--- src/design/crtm_pkg.sv ---
// shared types, codes and constants of the call/return trace monitor
// no dependencies
`timescale 1ns / 1ps
`default_nettype none

package crtm_pkg;

    // fixed field widths
    localparam int WORD_W   = 64;
    localparam int INSTR_W  = 32;
    localparam int SLOT_W   = 7;
    localparam int COUNT_W  = 8;
    localparam int KIND_W   = 2;
    localparam int DEPTH_W  = 16;
    localparam int TCNT_W   = 16;

    // parameter defaults
    localparam int FUNC_SLOTS_DEF = 128;
    localparam int TAIL_SLOTS_DEF = 32;
    localparam int ADDR_WIDTH_DEF = 64;

    // instruction encodings of interest
    localparam logic [INSTR_W-1:0] RET_WORD       = 32'h0000_8067;
    localparam logic [INSTR_W-1:0] TAIL_JUMP_WORD = 32'h0007_8067;

    // action codes
    localparam logic ACT_LOAD  = 1'b0;
    localparam logic ACT_TRACE = 1'b1;

    // event codes
    localparam logic [KIND_W-1:0] EV_NONE = 2'd0;
    localparam logic [KIND_W-1:0] EV_CALL = 2'd1;
    localparam logic [KIND_W-1:0] EV_RET  = 2'd2;

    typedef logic [SLOT_W-1:0] t_slot;

    // first-hit record handed from cell to cell
    typedef struct packed {
        logic  ret_hit;
        t_slot ret_slot;
        logic  call_hit;
        t_slot call_slot;
    } t_link;

    // table write broadcast to the cells
    typedef struct packed {
        logic  en;
        t_slot idx;
    } t_load;

    // command to the tail-call counter stack
    typedef struct packed {
        logic ret_step;
        logic push;
    } t_tail_cmd;

endpackage

`default_nettype wire

--- src/design/crtm_tail.sv ---
// tail-call counter stack: level pointer plus saturating counters
// depends on crtm_pkg
`timescale 1ns / 1ps
`default_nettype none

module crtm_tail #(
    parameter int TAIL_SLOTS = crtm_pkg::TAIL_SLOTS_DEF
) (
    input  wire logic                i_clk,
    input  wire logic                i_rst_n,
    input  wire crtm_pkg::t_tail_cmd i_cmd,
    output      logic                o_extra_dec
);
    import crtm_pkg::*;

    localparam int LVL_W = (TAIL_SLOTS > 1) ? $clog2(TAIL_SLOTS) : 1;

    logic [TCNT_W-1:0] r_cnt [TAIL_SLOTS];
    logic [LVL_W-1:0]  r_lvl;
    logic [LVL_W-1:0]  n_lvl;
    logic [TCNT_W-1:0] w_cur;
    logic              w_at_top;
    logic              w_wr;
    logic [LVL_W-1:0]  w_wr_idx;
    logic [TCNT_W-1:0] w_wr_data;

    // slots above the level always hold zero, so only the current one is read
    assign w_cur    = r_cnt[r_lvl];
    assign w_at_top = (r_lvl == LVL_W'(TAIL_SLOTS - 1));

    // a return that empties the current counter costs one more depth step
    assign o_extra_dec = i_cmd.ret_step && (w_cur == TCNT_W'(1));

    // next level and the single counter write
    always_comb begin
        n_lvl     = r_lvl;
        w_wr      = 1'b0;
        w_wr_idx  = r_lvl;
        w_wr_data = w_cur;
        if (i_cmd.ret_step) begin
            if (w_cur != '0) begin
                w_wr      = 1'b1;
                w_wr_data = w_cur - TCNT_W'(1);
                if ((w_cur == TCNT_W'(1)) && (r_lvl != '0)) begin
                    n_lvl = r_lvl - LVL_W'(1);
                end
            end
        end else if (i_cmd.push) begin
            if ((w_cur != '0) && !w_at_top) begin
                n_lvl     = r_lvl + LVL_W'(1);
                w_wr      = 1'b1;
                w_wr_idx  = r_lvl + LVL_W'(1);
                w_wr_data = TCNT_W'(1);
            end else if (w_cur != '1) begin
                w_wr      = 1'b1;
                w_wr_data = w_cur + TCNT_W'(1);
            end
        end
    end

    always_ff @(posedge i_clk) begin
        if (!i_rst_n) begin
            r_lvl <= '0;
            for (int k = 0; k < TAIL_SLOTS; k++) begin
                r_cnt[k] <= '0;
            end
        end else begin
            r_lvl <= n_lvl;
            if (w_wr) begin
                r_cnt[w_wr_idx] <= w_wr_data;
            end
        end
    end

endmodule

`default_nettype wire

--- config.mk ---
export PLATFORM = sky130hd
export DESIGN_NAME = crtm_tail
export DESIGN_NICKNAME = d
export VERILOG_FILES = /design/src/design/crtm_pkg.sv /design/src/design/crtm_tail.sv
export SDC_FILE = /design/constraint.sdc
export NUM_CORES = 1
export LEC_CHECK = 0
export ABC_AREA = 1
export BUFFER_PORTS_ARGS = -buffer_cell sky130_fd_sc_hd__buf_2
export CAP_MARGIN = 20
export CORE_UTILIZATION = 45
export CTS_BUF_LIST = sky130_fd_sc_hd__clkbuf_4 sky130_fd_sc_hd__clkbuf_8
export DETAILED_ROUTE_END_ITERATION = 10
export GPL_ROUTABILITY_DRIVEN = 1
export SLEW_MARGIN = 20
export SYNTH_ARGS = -nofsm -noshare
export SYNTH_HDL_FRONTEND = slang
export SYNTH_SLANG_ARGS = --single-unit
--- constraint.sdc ---
create_clock -name i_clk -period 10.85 [get_ports i_clk]
set_clock_uncertainty 0.15 [all_clocks]
set_input_delay 2.17 -clock i_clk [delete_from_list [all_inputs] [get_ports i_clk]]
set_output_delay 2.17 -clock i_clk [all_outputs]
set_load 0.01 [all_outputs]
==> metrics.yaml <==
yosysSeqAreaShare_pct: 59.6
slew_violations: 0
critPathRequiredTime_ns: 8.53
cp.arrival_ns: 4.83
yosys_warnings: 0
portBuffers: 4
finalSetupViolations: 0
ctsResizeCount: 0
first_global_vias: 18900
path_clk_slew_ns: 0.06
grt_pass1_wl_um: 118000
finalCritPeriodShare_pct: 65.9
fmax_mhz: 140
relSlewSlack_pct: 28.4
power_density_mw_per_mm2: 179
ctsHoldBuffers: 0
fin_cells: 3521
path_cells: "buf_4, buf_4, nand2_1, nand3_1, nand3_1, nand2_1, nand2_1, nand2_1, nand2_1, nand2_2, ha_1, inv_1, nor2_1, nand2_1, nor3_1, buf_2"
syn-num-nets: 2796
p_leak_nw: 11.0
dp_cells: 3368
grt_max_degree: 107
grt.overflow.total: 0
vias: 19700
hold_violations: 0
ys_top_cells_by_area: "edfxtp_1, nand2_1, nand3_1"
fill_cells: 5421
drc: 0
cp_slowest_stage_delay_ns: 0.87
reg2reg_depth: 24
antenna_found_initial: 0
status: "complete, no violations"
rsz0062_at_grt: "false"
synth_seq_cells: 522
cp-end-kind: "primary output"
post_dp_cell_area_mm2: 0.0262
n_antenna_cell: 0
min_period_ns: 7.15
crit_path_frequent_cell: "nand2_1"
drive_gt1_share_pct: 11.3
gp_congestion: 0.968
min_delay_path_depth: 2
initial_core_util_pct: 46.0
cts_root_buf: "clkbuf_8"
drt_pre_antenna_iters: 5
core_mm2: 0.0568
wl_um: 77400
critPathTopFamily: "buffers and inverters"
hpwl_um: 47100
final_nets: 2717
syn_inst: 2785
cts_max_level: 3
drtAntennaViolNets: 0
numCtsBuffers: 90
stdcell_area_mm2: 0.0279
regToRegSetupSlack_ns: 4.10
netlist_area_mm2: 0.0261
crit_type: "reg -> out"
yosysTopAreaCell: "edfxtp_1"
hold_class: "reg -> reg"
timing.rr.end: "r_cnt[30][12]"
dieArea_mm2: 0.0590
synth.distinct_cells: 42
hold_path_startpoint: "r_lvl[0]"
cp-start-kind: "flip-flop"
grt.total_usage_pct: 26.4
cts_tree: "done"
via_per_inst: 5.60
post-cts-setup-buffers: 0
cp_slowest_cell: "buf_4"
rows: 87
drtIter0Drc: 2015
cts_buffer_depth: 3
max_slew.worst_pin.slew_ns: 1.07
clkLatencyLatePin_ns: 0.69
die_y_um: 243
yosysTopAreaCellShare_pct: 58.9
crit_fanout: 95
avgSynthCellArea_um2: 9.38
drv_cap: 0
die_w_um: 243
io_pins: 5
wl_per_cell_um: 22.0
cp.depth: 16
cts_sinks: 522
finalSetupTns_ns: 0
path_buf_inv: 4
max-vdd-ir-drop_uv: 96.2
syn2layout_area_growth_pct: 6.68
-- cell type report --
cell class | count | area [um2] | share of cell area (%)
clock buffer | 126 | 1530 | 5.48
clock inverter | 25 | 109 | 0.391
inverter | 39 | 166 | 0.597
multi-input combinational | 2019 | 9250 | 33.2
sequential | 522 | 15600 | 55.9
tap | 756 | 946 | 3.39
timing repair buffer | 34 | 285 | 1.02
-- tightest hold or removal path: stages, from the launching register on --
cell and delay [ns]:
dfxtp_1 0.35, a21oi_1 0.14, nor3_1 0.09
-- cell usage in the layout, fill, tap and decap left out, drive strengths merged --
cell and n:
xor2 8, buf 34, a21boi 1, ha 7
clkinv 25, nor4 1, dfxtp 10, nor3 42
a31oi 1, nand3b 2, nor2 553, and2 1
nand4 10, o21ai 33, a211oi 1, clkbuf 126
nand2 886, or2 1, edfxtp 512, nand3 451
a21oi 21, inv 39
-- layer usage --
metal	vias to the layer above	GRT usage [%]	part of all wire, %
met2	792	43.2	48
met3	134	3.70	6.8
met4	0	8.44	2.7
met1	9659	36.4	43
met5	-	0	0
li1	9143	-	-
-- stage by stage --
stage          utilization (%)  setup WS (ns)  hold WS (ns)  power, mW
2_1_floorplan                -           5.57         0.389       2.98
3_3_place_gp              46.1           4.17         0.454       3.32
3_5_place_dp              46.1           4.15         0.461       3.32
4_1_cts                   48.9           3.71         0.479       4.99
5_1_grt                   49.0           3.42         0.518       5.17
6_report                  49.0           3.70         0.489       4.99
-- flip-flops by register name (all words and copies together) (netlist names), named ones only --
signal  flops
r_cnt     512
r_lvl       5
-- cells by family (layout without fill, tap and decap cells) --
family	Yosys count	in the layout	share of synthesized area, %
buffers and inverters	244	224	5.38
flip-flops	522	522	59.6
AO/OA/AOI/OAI	57	57	1.17
adder cells (fa/ha/maj)	7	7	0.335
AND/OR/NAND/NOR	1947	1947	33.2
XOR/XNOR	8	8	0.268
-- power breakdown --
part	total, mW	switching [mW]	internal (mW)
logic	0.967	0.775	0.192
clock network	1.69	0.793	0.898
registers	2.33	0.0303	2.30
-- cell usage after synthesis, drive strengths merged --
cell / number
nand2: 886
nor2: 553
edfxtp: 512
nand3: 451
buf: 184
nor3: 42
inv: 38
o21ai: 33
a21oi: 21
clkbuf: 21
dfxtp: 10
nand4: 10
xor2: 8
ha: 7
nand3b: 2
a211oi: 1
a21boi: 1
a31oi: 1
and2: 1
clkinv: 1
nor4: 1
or2: 1
-- worst max-delay path by stage --
stage | to | slack [ns]
2_1_floorplan | o_extra_dec | 5.57
3_3_place_gp | r_cnt[30][7] | 4.17
3_5_place_dp | r_cnt[30][12] | 4.15
4_1_cts | o_extra_dec | 3.71
5_1_grt | o_extra_dec | 3.42
6_report | o_extra_dec | 3.70
(Power assumes the default switching activity.)
