===== src/design/crtm_pkg.sv =====
// shared types, codes and constants of the call/return trace monitor
// no dependencies
`timescale 1ns / 1ps
`default_nettype none

package crtm_pkg;

    // fixed field widths
    localparam int WORD_W   = 64;
    localparam int INSTR_W  = 32;
    localparam int SLOT_W   = 7;
    localparam int COUNT_W  = 8;
    localparam int KIND_W   = 2;
    localparam int DEPTH_W  = 16;
    localparam int TCNT_W   = 16;

    // parameter defaults
    localparam int FUNC_SLOTS_DEF = 128;
    localparam int TAIL_SLOTS_DEF = 32;
    localparam int ADDR_WIDTH_DEF = 64;

    // instruction encodings of interest
    localparam logic [INSTR_W-1:0] RET_WORD       = 32'h0000_8067;
    localparam logic [INSTR_W-1:0] TAIL_JUMP_WORD = 32'h0007_8067;

    // action codes
    localparam logic ACT_LOAD  = 1'b0;
    localparam logic ACT_TRACE = 1'b1;

    // event codes
    localparam logic [KIND_W-1:0] EV_NONE = 2'd0;
    localparam logic [KIND_W-1:0] EV_CALL = 2'd1;
    localparam logic [KIND_W-1:0] EV_RET  = 2'd2;

    typedef logic [SLOT_W-1:0] t_slot;

    // first-hit record handed from cell to cell
    typedef struct packed {
        logic  ret_hit;
        t_slot ret_slot;
        logic  call_hit;
        t_slot call_slot;
    } t_link;

    // table write broadcast to the cells
    typedef struct packed {
        logic  en;
        t_slot idx;
    } t_load;

    // command to the tail-call counter stack
    typedef struct packed {
        logic ret_step;
        logic push;
    } t_tail_cmd;

endpackage

`default_nettype wire


===== src/design/crtm_cell.sv =====
// one range-table cell: holds a function's start/end and forwards the first hit
// depends on crtm_pkg
`timescale 1ns / 1ps
`default_nettype none

module crtm_cell #(
    parameter int INDEX      = 0,
    parameter int ADDR_WIDTH = crtm_pkg::ADDR_WIDTH_DEF
) (
    input  wire logic                          i_clk,
    input  wire crtm_pkg::t_load               i_load,
    input  wire logic [ADDR_WIDTH-1:0]         i_start,
    input  wire logic [ADDR_WIDTH-1:0]         i_end,
    input  wire logic [ADDR_WIDTH-1:0]         i_pc,
    input  wire logic [ADDR_WIDTH-1:0]         i_npc,
    input  wire logic                          i_is_ret,
    input  wire logic [crtm_pkg::COUNT_W-1:0]  i_func_count,
    input  wire crtm_pkg::t_link               i_link,
    output      crtm_pkg::t_link               o_link
);
    import crtm_pkg::*;

    logic [ADDR_WIDTH-1:0] r_start;
    logic [ADDR_WIDTH-1:0] r_end;
    t_link                 r_link;
    t_link                 n_link;
    logic                  w_active;
    logic                  w_ret_ok;
    logic                  w_call_ok;

    // entry storage, written by a load word aimed at this slot
    always_ff @(posedge i_clk) begin
        if (i_load.en && (int'(i_load.idx) == INDEX)) begin
            r_start <= i_start;
            r_end   <= i_end;
        end
    end

    // local range and start compares, only inside the searched part of the table
    always_comb begin
        w_active  = INDEX < int'(i_func_count);
        w_ret_ok  = w_active && i_is_ret && (i_pc > r_start) && (i_pc <= r_end) &&
                    ((i_npc < r_start) || (i_npc > r_end));
        w_call_ok = w_active && (i_npc == r_start);
    end

    // keep an earlier hit, otherwise claim this slot
    always_comb begin
        n_link = i_link;
        if (!i_link.ret_hit && w_ret_ok) begin
            n_link.ret_hit  = 1'b1;
            n_link.ret_slot = SLOT_W'(INDEX);
        end
        if (!i_link.call_hit && w_call_ok) begin
            n_link.call_hit  = 1'b1;
            n_link.call_slot = SLOT_W'(INDEX);
        end
    end

    always_ff @(posedge i_clk) begin
        r_link <= n_link;
    end

    assign o_link = r_link;

endmodule

`default_nettype wire


===== config.mk =====
export PLATFORM = sky130hd
export DESIGN_NAME = crtm_cell
export DESIGN_NICKNAME = d
export VERILOG_FILES = /design/src/design/crtm_pkg.sv /design/src/design/crtm_cell.sv
export SDC_FILE = /design/constraint.sdc
export NUM_CORES = 1
export LEC_CHECK = 0
export ABC_AREA = 1
export BUFFER_PORTS_ARGS = -buffer_cell sky130_fd_sc_hd__buf_2
export CORE_UTILIZATION = 54
export CTS_CLUSTER_DIAMETER = 40
export DETAILED_ROUTE_END_ITERATION = 8
export PLACE_DENSITY = 0.83
export REMOVE_ABC_BUFFERS = 1
export SYNTH_ARGS = -nofsm -noshare
export SYNTH_HDL_FRONTEND = slang
export SYNTH_SLANG_ARGS = --single-unit

===== constraint.sdc =====
create_clock -name i_clk -period 5.2 [get_ports i_clk]
set_clock_uncertainty 0.2 [all_clocks]
set_input_delay 0.78 -clock i_clk [delete_from_list [all_inputs] [get_ports i_clk]]
set_output_delay 0.78 -clock i_clk [all_outputs]
set_load 0.03 [all_outputs]

==> flow_summary_export.csv <==
group,metric,value,unit
global_route,grt_pass1_wl,44.04,mm
yosys,synthArstFlopShare,0,%
sta,rsz0062_at_grt,"no",
global_route,grt-ovfl-total,0,
clock_network,cts_hold_buffers,0,
yosys,yosysMostFrequentCell,"ha_1",
yosys,netlist.top_cell.by_area,"edfxtp_1",
critical_path,crit_required,5.07,ns
sta,tns,0,ns
power_and_ir_drop,irDropWorstVdd,0.2127,mV
clock_network,post_cts.repair.setup_buffers,0,
global_route,antenna_found_initial,9,
power_and_ir_drop,combPwrFrac,14.2,%
yosys,synthCells,1135,
global_route,grt_max_degree,74,
critical_path,start_kind,"input pin",
critical_path,path_buf_inv,2,
power_and_ir_drop,power_density,218.3,nW/µm²
place,hpwlAfterDp,23.96,mm
routing,wl_met1,11.50,mm
power_and_ir_drop,p_int,2142,µW
critical_path,critPathCaptureType,"flip-flop",
clock_network,clock_path_buffers,2,
global_route,grt_pass1_vias,9375,
yosys,synth_top_cells_by_count,"ha_1, nand2_1, inv_1",
yosys,synth_edf_count,128,
clock_network,clkTransAtPathRegs,0.06,ns
floorplanning,die_w,142.4,µm
clock_network,clkSinkCount,144,
sta,fmax,395.1,MHz
global_route,grt_usage,28.85,%
power_and_ir_drop,p_sw,719.6,µW
critical_path,cpPeakStageDelay,0.76,ns
clock_network,insertion_delay,0.42,ns
yosys,synth_top_area_share,36.12,%
outcome,outcome,"finished clean",
hold_path,hold_path_class,"input pin to flip-flop",
yosys,synth_area,10640,µm²
routing,drtPass1Iterations,6,
floorplanning,die-area,20270,µm²
floorplanning,initial_core_util,55.95,%
cells_and_area,area_delta_synth_final,23.20,%
cells_and_area,utilization,68.93,%
routing,avgViaCountPerCell,5.274,
yosys,yosys_warnings,0,
routing,drt_wl_total,28.71,mm
yosys,ys_ff_latch,144,
yosys,syn_avg_cell_area,9.376,µm²
place,globalplace.congestion,0.9333,
sta,final_max_slew_viol_count,0,
routing,ant_nets,0,
yosys,yosysSeqAreaShare,39.13,%
critical_path,crit_arrival,2.40,ns
floorplanning,core_area,19020,µm²
clock_network,numCtsBuffers,17,
critical_path,crit_chain,"buf_2, nor4_1, and3_4, buf_12",
power_and_ir_drop,p_leak,0.006742,µW
yosys,synth-main-ff-cell,"edfxtp_1",
critical_path,slowest_stage,"and3_4",
routing,dr.max_layer_used,"met5",
yosys,yosysUniqueCellTypes,33,
routing,wl_met3,1.866,mm
critical_path,crit_family,"simple AND/OR/NAND/NOR gates",
routing,dr_wl_met2,14.07,mm
cells_and_area,drive_above_1_share,23.90,%
routing,wire_per_inst,16.48,µm
routing,drc,0,
power_and_ir_drop,seqPwrFrac,44.4,%
place,dpl_cell_area,12520,µm²
yosys,synth_area_leaders,"edfxtp_1, ha_1, nand2_1",
clock_network,cts_root_buf,"clkbuf_16",
critical_path,path_class,"input pin to flip-flop",
cells_and_area,final.fill_count,1524,
sta,tightest_slew,0.8097,ns
routing,num_vias,9187,
cells_and_area,stdcell_area,13110,µm²
place,io_buffer_count,305,
sta,setup_viol,0,
sta,timing.final.hold_violations,0,
cells_and_area,num-nets-final,2006,
critical_path,crit_fanout,73,
routing,dr.first_iter.drc_count,384,
clock_network,ctsResizeCount,0,
floorplanning,fp.dieH,142.4,µm
job,max_cap_violations,0,
clock_network,cts_tree,"built",
sta,timing.slew.headroom,46.02,%
power_and_ir_drop,pwr-share-clk,41.4,%
clock_network,htree_levels,4,
sta,fin_crit_sh,48.67,%
floorplanning,ioPinCount,306,
power_and_ir_drop,power,2861,µW
sta,fin_crit,2.531,ns
floorplanning,fp-row-count,50,
power_and_ir_drop,netSwitchingFraction,25.15,%
==> kinds of logic after synthesis <==
kind of cell	after synthesis	share of synthesized area (%)
and+or+nand+nor	353	14.56
adders and majority gates	256	30.10
AOI/OAI and AO/OA	195	9.618
buffers and inverters	187	6.596
DFF	144	39.13
==> flip-flops by register name, summed over array words and instances, names as in the netlist <==
name     count
r_end       64
r_start     64
o_link      16
==> power by group through the flow <==
stage	registers, µW	logic [µW]	clock network [µW]
2_1_floorplan	1310	185	0
3_3_place_gp	1300	380	0
3_5_place_dp	1300	398	0
4_1_cts	1270	403	1190
5_1_grt	1270	456	1240
6_report	1270	407	1180
==> metal layers <==
metal	vias up	GRT usage [%]
met4	2	15.73
met2	358	50.88
met1	4160	32.50
met3	88	6.124
met5	-	0
li1	4579	-
==> layout make-up <==
class | instances | area, µm² | area share [%]
timing repair buffer | 306 | 1546 | 11.80
sequential | 144 | 4164 | 31.76
clock buffer | 20 | 457.9 | 3.493
multi-input combinational | 804 | 5781 | 44.09
clock inverter | 12 | 111.4 | 0.8494
antenna | 9 | 22.52 | 0.1718
inverter | 187 | 701.9 | 5.354
tap | 260 | 325.3 | 2.481
==> cell usage in the layout (no fill, tap or decap), types with 3 or more instances in the layout <==
| cell | n |
|---|---|
| a21o_1 | 3 |
| a21oi_1 | 136 |
| buf_2 | 305 |
| clkbuf_16 | 18 |
| clkinv_2 | 3 |
| clkinvlp_4 | 5 |
| dfxtp_1 | 16 |
| diode_2 | 9 |
| edfxtp_1 | 128 |
| ha_1 | 256 |
| inv_1 | 185 |
| nand2_1 | 207 |
| nand2_2 | 3 |
| nand3_1 | 19 |
| nand4_1 | 18 |
| nor2_1 | 73 |
| nor3_1 | 13 |
| nor4_1 | 5 |
| o21a_1 | 12 |
| o21ai_0 | 38 |
| o21bai_1 | 3 |
==> worst paths after layout <==
path,from,end,slack (ns),cells after the start
setup / recovery,i_load[1],r_end[23],2.67,4
hold / removal,i_start[26],r_start[26],0.33,1
setup reg to reg,r_start[55],o_link[14],2.76,15
hold reg to reg,r_start[0],o_link[2],0.76,6
==> through the flow <==
step | hold slack (ns) | setup WS, ns | instances
CTS | 0.3077 | 2.702 | 1733
floorplan | 0.6682 | 0.4584 | 1135
global placement | 0.7400 | 2.283 | 1701
global route | 0.2994 | 2.496 | 1741
detailed placement | 0.7488 | 2.243 | 1701
finish | 0.3263 | 2.669 | 1742
Power figures use the tool's default switching activity.
